===== config.mk =====
export PLATFORM = sky130hd
export DESIGN_NAME = running_median
export DESIGN_NICKNAME = d
export VERILOG_FILES = /design/src/hw/rtl/rm_pkg.sv /design/src/hw/rtl/running_median.sv /design/src/hw/rtl/rm_ctrl.sv /design/src/hw/rtl/rm_datapath.sv
export SDC_FILE = /design/constraint.sdc
export NUM_CORES = 2
export LEC_CHECK = 0
export BUFFER_PORTS_ARGS = -buffer_cell sky130_fd_sc_hd__buf_2
export CAP_MARGIN = 20
export CELL_PAD_IN_SITES_DETAIL_PLACEMENT = 0
export CELL_PAD_IN_SITES_GLOBAL_PLACEMENT = 2
export CORE_ASPECT_RATIO = 1.4
export CORE_UTILIZATION = 49
export DETAILED_ROUTE_END_ITERATION = 8
export PLACE_DENSITY_LB_ADDON = 0.1
export SETUP_SLACK_MARGIN = 0.02
export SLEW_MARGIN = 20
export SYNTH_ARGS = -nofsm -noshare
export SYNTH_HDL_FRONTEND = slang
export SYNTH_SLANG_ARGS = --single-unit

===== constraint.sdc =====
create_clock -name clk -period 5.79 [get_ports clk]
set_input_delay 0.2895 -clock clk [delete_from_list [all_inputs] [get_ports clk]]
set_output_delay 0.2895 -clock clk [all_outputs]
set_load 0.01 [all_outputs]

===== src/hw/rtl/rm_pkg.sv =====
`timescale 1ns / 1ps

package rm_pkg;

  localparam int SAMPLE_W = 32;
  localparam int SCOUNT_W = 7;

  typedef struct packed {
    logic signed [SAMPLE_W-1:0] sample;
    logic                       last_sample;
  } rm_in_t;

  typedef struct packed {
    logic signed [SAMPLE_W-1:0] median;
    logic        [SCOUNT_W-1:0] sample_count;
    logic                       overflow;
  } rm_out_t;

  // controller -> datapath
  typedef struct packed {
    logic load;       // latch input transaction, pos <= count
    logic rd_shift;   // read entry pos-1
    logic wr_shift;   // move read entry up to pos, pos--
    logic wr_sample;  // write sample at pos, count++
    logic rd_med;     // read middle pair
    logic ld_out;     // load result register
  } rm_cmd_t;

  // datapath -> controller
  typedef struct packed {
    logic full;
    logic empty;
    logic pos_one;
    logic gt;
  } rm_sts_t;

endpackage


===== src/hw/rtl/running_median.sv =====
`timescale 1ns / 1ps

// channel | direction | handshake              | payload
// in_     | input     | in_valid / in_ready    | rm_in_t  {sample, last_sample}
// out_    | output    | out_valid / out_ready  | rm_out_t {median, sample_count, overflow}
//
// Per transaction, accept to accept: a sample dropped on a full store goes straight
// to the median read; else each held sample greater than it takes one read and one
// compare/write step, plus a read and a compare if it stops above the bottom entry.
// Reset: rst_n low empties the store count; store contents stay undefined.
// Stalls: a finished result waits in the output register while a new input
// transaction is taken; the sequencer waits only if the next result is ready first.

module running_median #(
  parameter int CAPACITY = 64
) (
  input  logic            clk,
  input  logic            rst_n,
  input  logic            in_valid,
  output logic            in_ready,
  input  rm_pkg::rm_in_t  in_data,
  output logic            out_valid,
  input  logic            out_ready,
  output rm_pkg::rm_out_t out_data
);
  import rm_pkg::*;

  rm_cmd_t cmd;
  rm_sts_t sts;
  logic    in_fire;

  assign in_fire = in_valid & in_ready;

  // sequencer: accept, shift loop, insert, median read, result load
  rm_ctrl u_ctrl (
    .clk       (clk),
    .rst_n     (rst_n),
    .in_valid  (in_valid),
    .in_ready  (in_ready),
    .out_valid (out_valid),
    .out_ready (out_ready),
    .sts       (sts),
    .cmd       (cmd)
  );

  // sorted store, count, pointers, median arithmetic, result register
  rm_datapath #(
    .CAPACITY (CAPACITY)
  ) u_dp (
    .clk      (clk),
    .rst_n    (rst_n),
    .in_data  (in_data),
    .cmd      (cmd),
    .sts      (sts),
    .out_data (out_data)
  );

  // the store has one write port
  a_one_write: assert property (@(posedge clk) disable iff (!rst_n)
    $onehot0({cmd.wr_shift, cmd.wr_sample}))
    else $error("two store writes in one cycle");

  // an accepted transaction takes the sequencer out of idle
  a_busy_after_accept: assert property (@(posedge clk) disable iff (!rst_n)
    in_fire |=> !in_ready)
    else $error("input taken twice back to back");

  // a dropped sample is only reported against a full store
  a_drop_full: assert property (@(posedge clk) disable iff (!rst_n)
    out_valid && out_data.overflow |-> out_data.sample_count == SCOUNT_W'(CAPACITY))
    else $error("drop reported below capacity");

  // a median read is always followed by the result stage, not by a new input
  a_load_after_read: assert property (@(posedge clk) disable iff (!rst_n)
    cmd.rd_med |=> !cmd.load && !in_ready)
    else $error("median read not followed by result stage");

endmodule


===== src/hw/rtl/rm_ctrl.sv =====
`timescale 1ns / 1ps

module rm_ctrl (
  input  logic            clk,
  input  logic            rst_n,
  input  logic            in_valid,
  output logic            in_ready,
  output logic            out_valid,
  input  logic            out_ready,
  input  rm_pkg::rm_sts_t sts,
  output rm_pkg::rm_cmd_t cmd
);
  import rm_pkg::*;

  typedef enum logic [5:0] {
    ST_IDLE     = 6'b000001,
    ST_RD       = 6'b000010,
    ST_CMP      = 6'b000100,
    ST_WRITE    = 6'b001000,
    ST_MED_RD   = 6'b010000,
    ST_MED_CALC = 6'b100000
  } rm_state_t;

  rm_state_t state_r, state_nxt;
  logic      out_valid_r, out_valid_nxt;

  always_comb begin
    state_nxt = state_r;
    cmd       = '0;
    in_ready  = 1'b0;
    unique case (state_r)
      ST_IDLE: begin
        in_ready = 1'b1;
        if (in_valid) begin
          cmd.load = 1'b1;
          if (sts.full) begin
            state_nxt = ST_MED_RD;
          end else if (sts.empty) begin
            state_nxt = ST_WRITE;
          end else begin
            state_nxt = ST_RD;
          end
        end
      end
      ST_RD: begin
        cmd.rd_shift = 1'b1;
        state_nxt    = ST_CMP;
      end
      ST_CMP: begin
        if (sts.gt) begin
          cmd.wr_shift = 1'b1;
          state_nxt    = sts.pos_one ? ST_WRITE : ST_RD;
        end else begin
          state_nxt = ST_WRITE;
        end
      end
      ST_WRITE: begin
        cmd.wr_sample = 1'b1;
        state_nxt     = ST_MED_RD;
      end
      ST_MED_RD: begin
        cmd.rd_med = 1'b1;
        state_nxt  = ST_MED_CALC;
      end
      ST_MED_CALC: begin
        if (!out_valid_r || out_ready) begin
          cmd.ld_out = 1'b1;
          state_nxt  = ST_IDLE;
        end
      end
      default: state_nxt = ST_IDLE;
    endcase
  end

  always_comb begin
    if (cmd.ld_out) begin
      out_valid_nxt = 1'b1;
    end else if (out_ready) begin
      out_valid_nxt = 1'b0;
    end else begin
      out_valid_nxt = out_valid_r;
    end
  end

  always_ff @(posedge clk) begin
    if (!rst_n) begin
      state_r     <= ST_IDLE;
      out_valid_r <= 1'b0;
    end else begin
      state_r     <= state_nxt;
      out_valid_r <= out_valid_nxt;
    end
  end

  assign out_valid = out_valid_r;

endmodule


===== src/hw/rtl/rm_datapath.sv =====
`timescale 1ns / 1ps

module rm_datapath #(
  parameter int CAPACITY = 64
) (
  input  logic            clk,
  input  logic            rst_n,
  input  rm_pkg::rm_in_t  in_data,
  input  rm_pkg::rm_cmd_t cmd,
  output rm_pkg::rm_sts_t sts,
  output rm_pkg::rm_out_t out_data
);
  import rm_pkg::*;

  localparam int AW = (CAPACITY > 1) ? $clog2(CAPACITY) : 1;
  localparam int CW = $clog2(CAPACITY + 1);

  logic signed [SAMPLE_W-1:0] mem [CAPACITY];

  logic signed [SAMPLE_W-1:0] sample_r;
  logic                       last_r;
  logic                       drop_r;
  logic        [AW-1:0]       pos_r;
  logic        [CW-1:0]       cnt_r, cnt_nxt;
  logic signed [SAMPLE_W-1:0] rd_a_r, rd_b_r;
  rm_out_t                    out_r;

  logic        [CW-1:0]       cnt_m1, cnt_half;
  logic        [AW-1:0]       addr_a, addr_lo, addr_hi;
  logic                       wr_en;
  logic signed [SAMPLE_W-1:0] wr_data;
  logic signed [SAMPLE_W:0]   pair_sum, pair_adj;
  logic signed [SAMPLE_W-1:0] median;
  logic        [CW+SCOUNT_W-1:0] cnt_ext;

  // middle pair: lo = (n-1)/2, hi = n/2; equal for odd n
  assign cnt_m1   = cnt_r - CW'(1);
  assign cnt_half = cnt_r >> 1;
  assign addr_lo  = AW'(cnt_m1 >> 1);
  assign addr_hi  = AW'(cnt_half);
  assign addr_a   = cmd.rd_shift ? (pos_r - AW'(1)) : addr_lo;

  assign wr_en   = cmd.wr_shift | cmd.wr_sample;
  assign wr_data = cmd.wr_shift ? rd_a_r : sample_r;

  always_ff @(posedge clk) begin
    if (wr_en) begin
      mem[pos_r] <= wr_data;
    end
    if (cmd.rd_shift || cmd.rd_med) begin
      rd_a_r <= mem[addr_a];
    end
    if (cmd.rd_med) begin
      rd_b_r <= mem[addr_hi];
    end
  end

  // even count: 33-bit sum, halved toward zero
  assign pair_sum = {rd_a_r[SAMPLE_W-1], rd_a_r} + {rd_b_r[SAMPLE_W-1], rd_b_r};
  assign pair_adj = pair_sum + {{SAMPLE_W{1'b0}}, pair_sum[SAMPLE_W]};
  assign median   = cnt_r[0] ? rd_a_r : pair_adj[SAMPLE_W:1];

  assign cnt_ext = (CW + SCOUNT_W)'(cnt_r);

  always_comb begin
    cnt_nxt = cnt_r;
    if (cmd.wr_sample) begin
      cnt_nxt = cnt_r + CW'(1);
    end else if (cmd.ld_out && last_r) begin
      cnt_nxt = '0;
    end
  end

  always_ff @(posedge clk) begin
    if (!rst_n) begin
      cnt_r <= '0;
    end else begin
      cnt_r <= cnt_nxt;
    end
  end

  always_ff @(posedge clk) begin
    if (cmd.load) begin
      sample_r <= in_data.sample;
      last_r   <= in_data.last_sample;
      drop_r   <= sts.full;
      pos_r    <= AW'(cnt_r);
    end else if (cmd.wr_shift) begin
      pos_r <= pos_r - AW'(1);
    end
    if (cmd.ld_out) begin
      out_r.median       <= median;
      out_r.sample_count <= cnt_ext[SCOUNT_W-1:0];
      out_r.overflow     <= drop_r;
    end
  end

  assign sts.full    = (cnt_r == CW'(CAPACITY));
  assign sts.empty   = (cnt_r == '0);
  assign sts.pos_one = (pos_r == AW'(1));
  assign sts.gt      = (rd_a_r > sample_r);

  assign out_data = out_r;

endmodule


==> out/results.ini <==
[global_routing]
grt_pass1_wl_mm=488
busiest_layer=met2
grtUsageTotal_pct=31.2
grt_max_degree=104
gr-usage-met2_pct=52.1
overflow=0
grt_pass1_vias=63500
globalRouteMet3Util_pct=4.83
antenna_found_initial=22
grt_use_met1_pct=41.9

[die]
initial_core_util_pct=49.3
ios=79
dieArea_sq_mm=0.224
die_w_microns=400
row_count=204
die_y_microns=559
core_area_sq_mm=0.221

[timing]
slew_headroom_pct=23.5
drv_slew=0
tightestPinTransition_ns=1.14
setup_tns_ns=0
rsz0062_at_grt=false
fin_skew_ns=0.0699
period_minus_slack_ns=4.92
fin_hold_ws_ns=0.153
hold_violations=0
max_freq_ghz=0.203
fin_crit_sh_pct=84.9
setup_viol=0

[clock_tree]
ctsHoldBuffers=37
clock_sinks=2206
h-tree-depth=4
postCtsSetupBuffers=0
cts_resized=0
clockBufferDepth=4
cts_tree=built
worstSkewPairLatency_ns=0.89
clkSlewWorstSetupHoldPaths_ns=0.06
cts_buffers=225
root_buffer=clkbuf_16

[min_path]
hold_path_depth=2
worstHoldEndpoint=u_dp.sample_r[2]
min_from=in_data[3]
hp-class=in -> reg

[worst_setup_path]
cp_slowest_stage_delay_ns=0.76
timing.critical_path.mode_cell=buf_4
r2r_setup_slack_ns=0.87
crit-reg2reg-launch=u_dp.rd_a_r[31]
worstSetupPathType=reg -> reg
end_kind=register
path_cells=ha_1 > nand4_1 > or2_2 > nor3_1 > a311o_1 > a21oi_1 > buf_4 > a21oi_4 > buf_4 > buf_4 > nor3_2 > buf_4
critical_path.startpoint_type=register
cpMaxStageDelayCell=a21oi_4
worstPathMaxFanout=19
crit_family=buffers and inverters
r2r-end=u_dp.mem[42][1]
cp.required_ns=6.36
reg2regPathDepth=12
cp.arrival_ns=5.48
cp_num_buf_inv=4

[yosys]
async_reset_ff_share_pct=0
yosysUniqueCellTypes=78
syn_nets=6340
syn_avg_cell_area_sq_um=17.4
ys_ff_latch=2206
synthFlopType=edfxtp_1
netlist_area_sq_mm=0.109
ys_seq_area_share_pct=60.9
synth_edf_count=2192
synthCells=6232
synth_warnings=0

[layout]
fillerInstances=17200
syn_to_final_growth_pct=12.8
nets=6571
final_core_util_pct=55.6
final_common_cell=edfxtp_1
drive_gt1_share_pct=22.5
final_cell_mix=edfxtp_1, mux2i_1, mux4_2
design_area_sq_mm=0.123

[job]
max_cap_violations=0

[placed_design]
routabilityCongestion=0.867
post_dp_cell_area_sq_mm=0.115
dpl.hpwl_mm=228
port_buffers=78

[power_and_ir_drop]
p_leak_nw=51.3
p_per_area_mw_per_mm2=325
power_w=0.0399
ir_drop_mv=0.248

[detailed_routing]
drtIter0Drc=6570
ant_nets=0
dr.pass1.iters=6
drt_wl_total_mm=351
vias=62900
drc_errors=0
vias_per_cell=6.60
drt-wirelength-per-cell_microns=36.9

[run_status]
status=complete, no violations

area by class of cell:
cell class	instances	area [sq um]	area share [%]
well taps	2884	3610	2.94
clock buffers	268	5860	4.78
repair buffers	434	4460	3.64
clock inverters	127	1190	0.973
flip-flops and latches	2206	66100	54.0
inverters	50	188	0.153
diodes	7	17.5	0.0143
multi-input cells	3546	41100	33.5
stage by stage:
step	setup WS, ns	cells
floorplan	0.820	6232
global placement	0.898	9082
detailed placement	0.846	9082
CTS	0.827	9514
global route	0.819	9518
finish	0.874	9522
routing by layer:
layer,wire (microns),vias up
li1,-,26100
met4,12200,10
met3,25300,513
met1,140000,33800
met5,62,-
met2,174000,2485
how the worst max path moves through the flow:
stage / startpoint / to / cells past startpoint
3_3_place_gp: u_dp.rd_a_r[31] / u_dp.mem[50][2] / 12
4_1_cts: u_dp.rd_a_r[31] / u_dp.mem[21][5] / 11
3_5_place_dp: u_dp.rd_a_r[31] / u_dp.mem[21][4] / 11
2_1_floorplan: u_dp.rd_a_r[29] / u_dp.mem[8][0] / 10
6_report: u_dp.rd_a_r[31] / u_dp.mem[42][1] / 12
5_1_grt: u_dp.rd_a_r[31] / u_dp.mem[42][1] / 12
sequential cells by signal (all words and copies together) (netlist names):
name and flops:
u_dp.out_data 40, u_ctrl.out_valid 1, u_dp.rd_b_r 32, u_dp.cnt_r 7
u_dp.mem 2048, u_dp.last_r 1, u_dp.sample_r 32, u_dp.drop_r 1
u_dp.rd_a_r 32, u_ctrl.state_r 6, u_dp.pos_r 6
kinds of logic after synthesis:
group,synth area share [%]
AO/OA/AOI/OAI,1.62
XOR/XNOR,0.394
adder cells (fa/ha/maj),0.825
buffers and inverters,1.73
flip-flops,60.9
multiplexers,32.6
AND/OR/NAND/NOR,1.96
where the power goes:
part           total, W  switching, W  internal (W)
combinational   0.00692       0.00452       0.00240
clock            0.0143       0.00619       0.00814
sequential       0.0186      0.000131        0.0185
synthesized netlist by cell type (12+ instances only):
library cell | count | area share [%]
inv_1 | 50 | 0.17
edfxtp_1 | 2192 | 61
nand3_1 | 29 | 0.13
mux2i_1 | 2060 | 19
or3_1 | 14 | 0.081
mux2_2 | 46 | 0.48
nor2_1 | 81 | 0.28
nor2b_1 | 16 | 0.092
and2_1 | 12 | 0.069
buf_2 | 55 | 0.25
dfxtp_1 | 14 | 0.26
buf_1 | 134 | 0.46
ha_1 | 70 | 0.81
clkbuf_1 | 240 | 0.83
xor2_1 | 21 | 0.17
o21ai_0 | 63 | 0.29
xnor2_1 | 26 | 0.21
mux4_2 | 634 | 13
nor3_1 | 84 | 0.39
nand4_1 | 30 | 0.17
a21oi_1 | 89 | 0.41
o221ai_1 | 12 | 0.097
nand2_1 | 76 | 0.26
o22ai_1 | 13 | 0.075
a21o_1 | 22 | 0.15
Power figures use the tool's default switching activity.
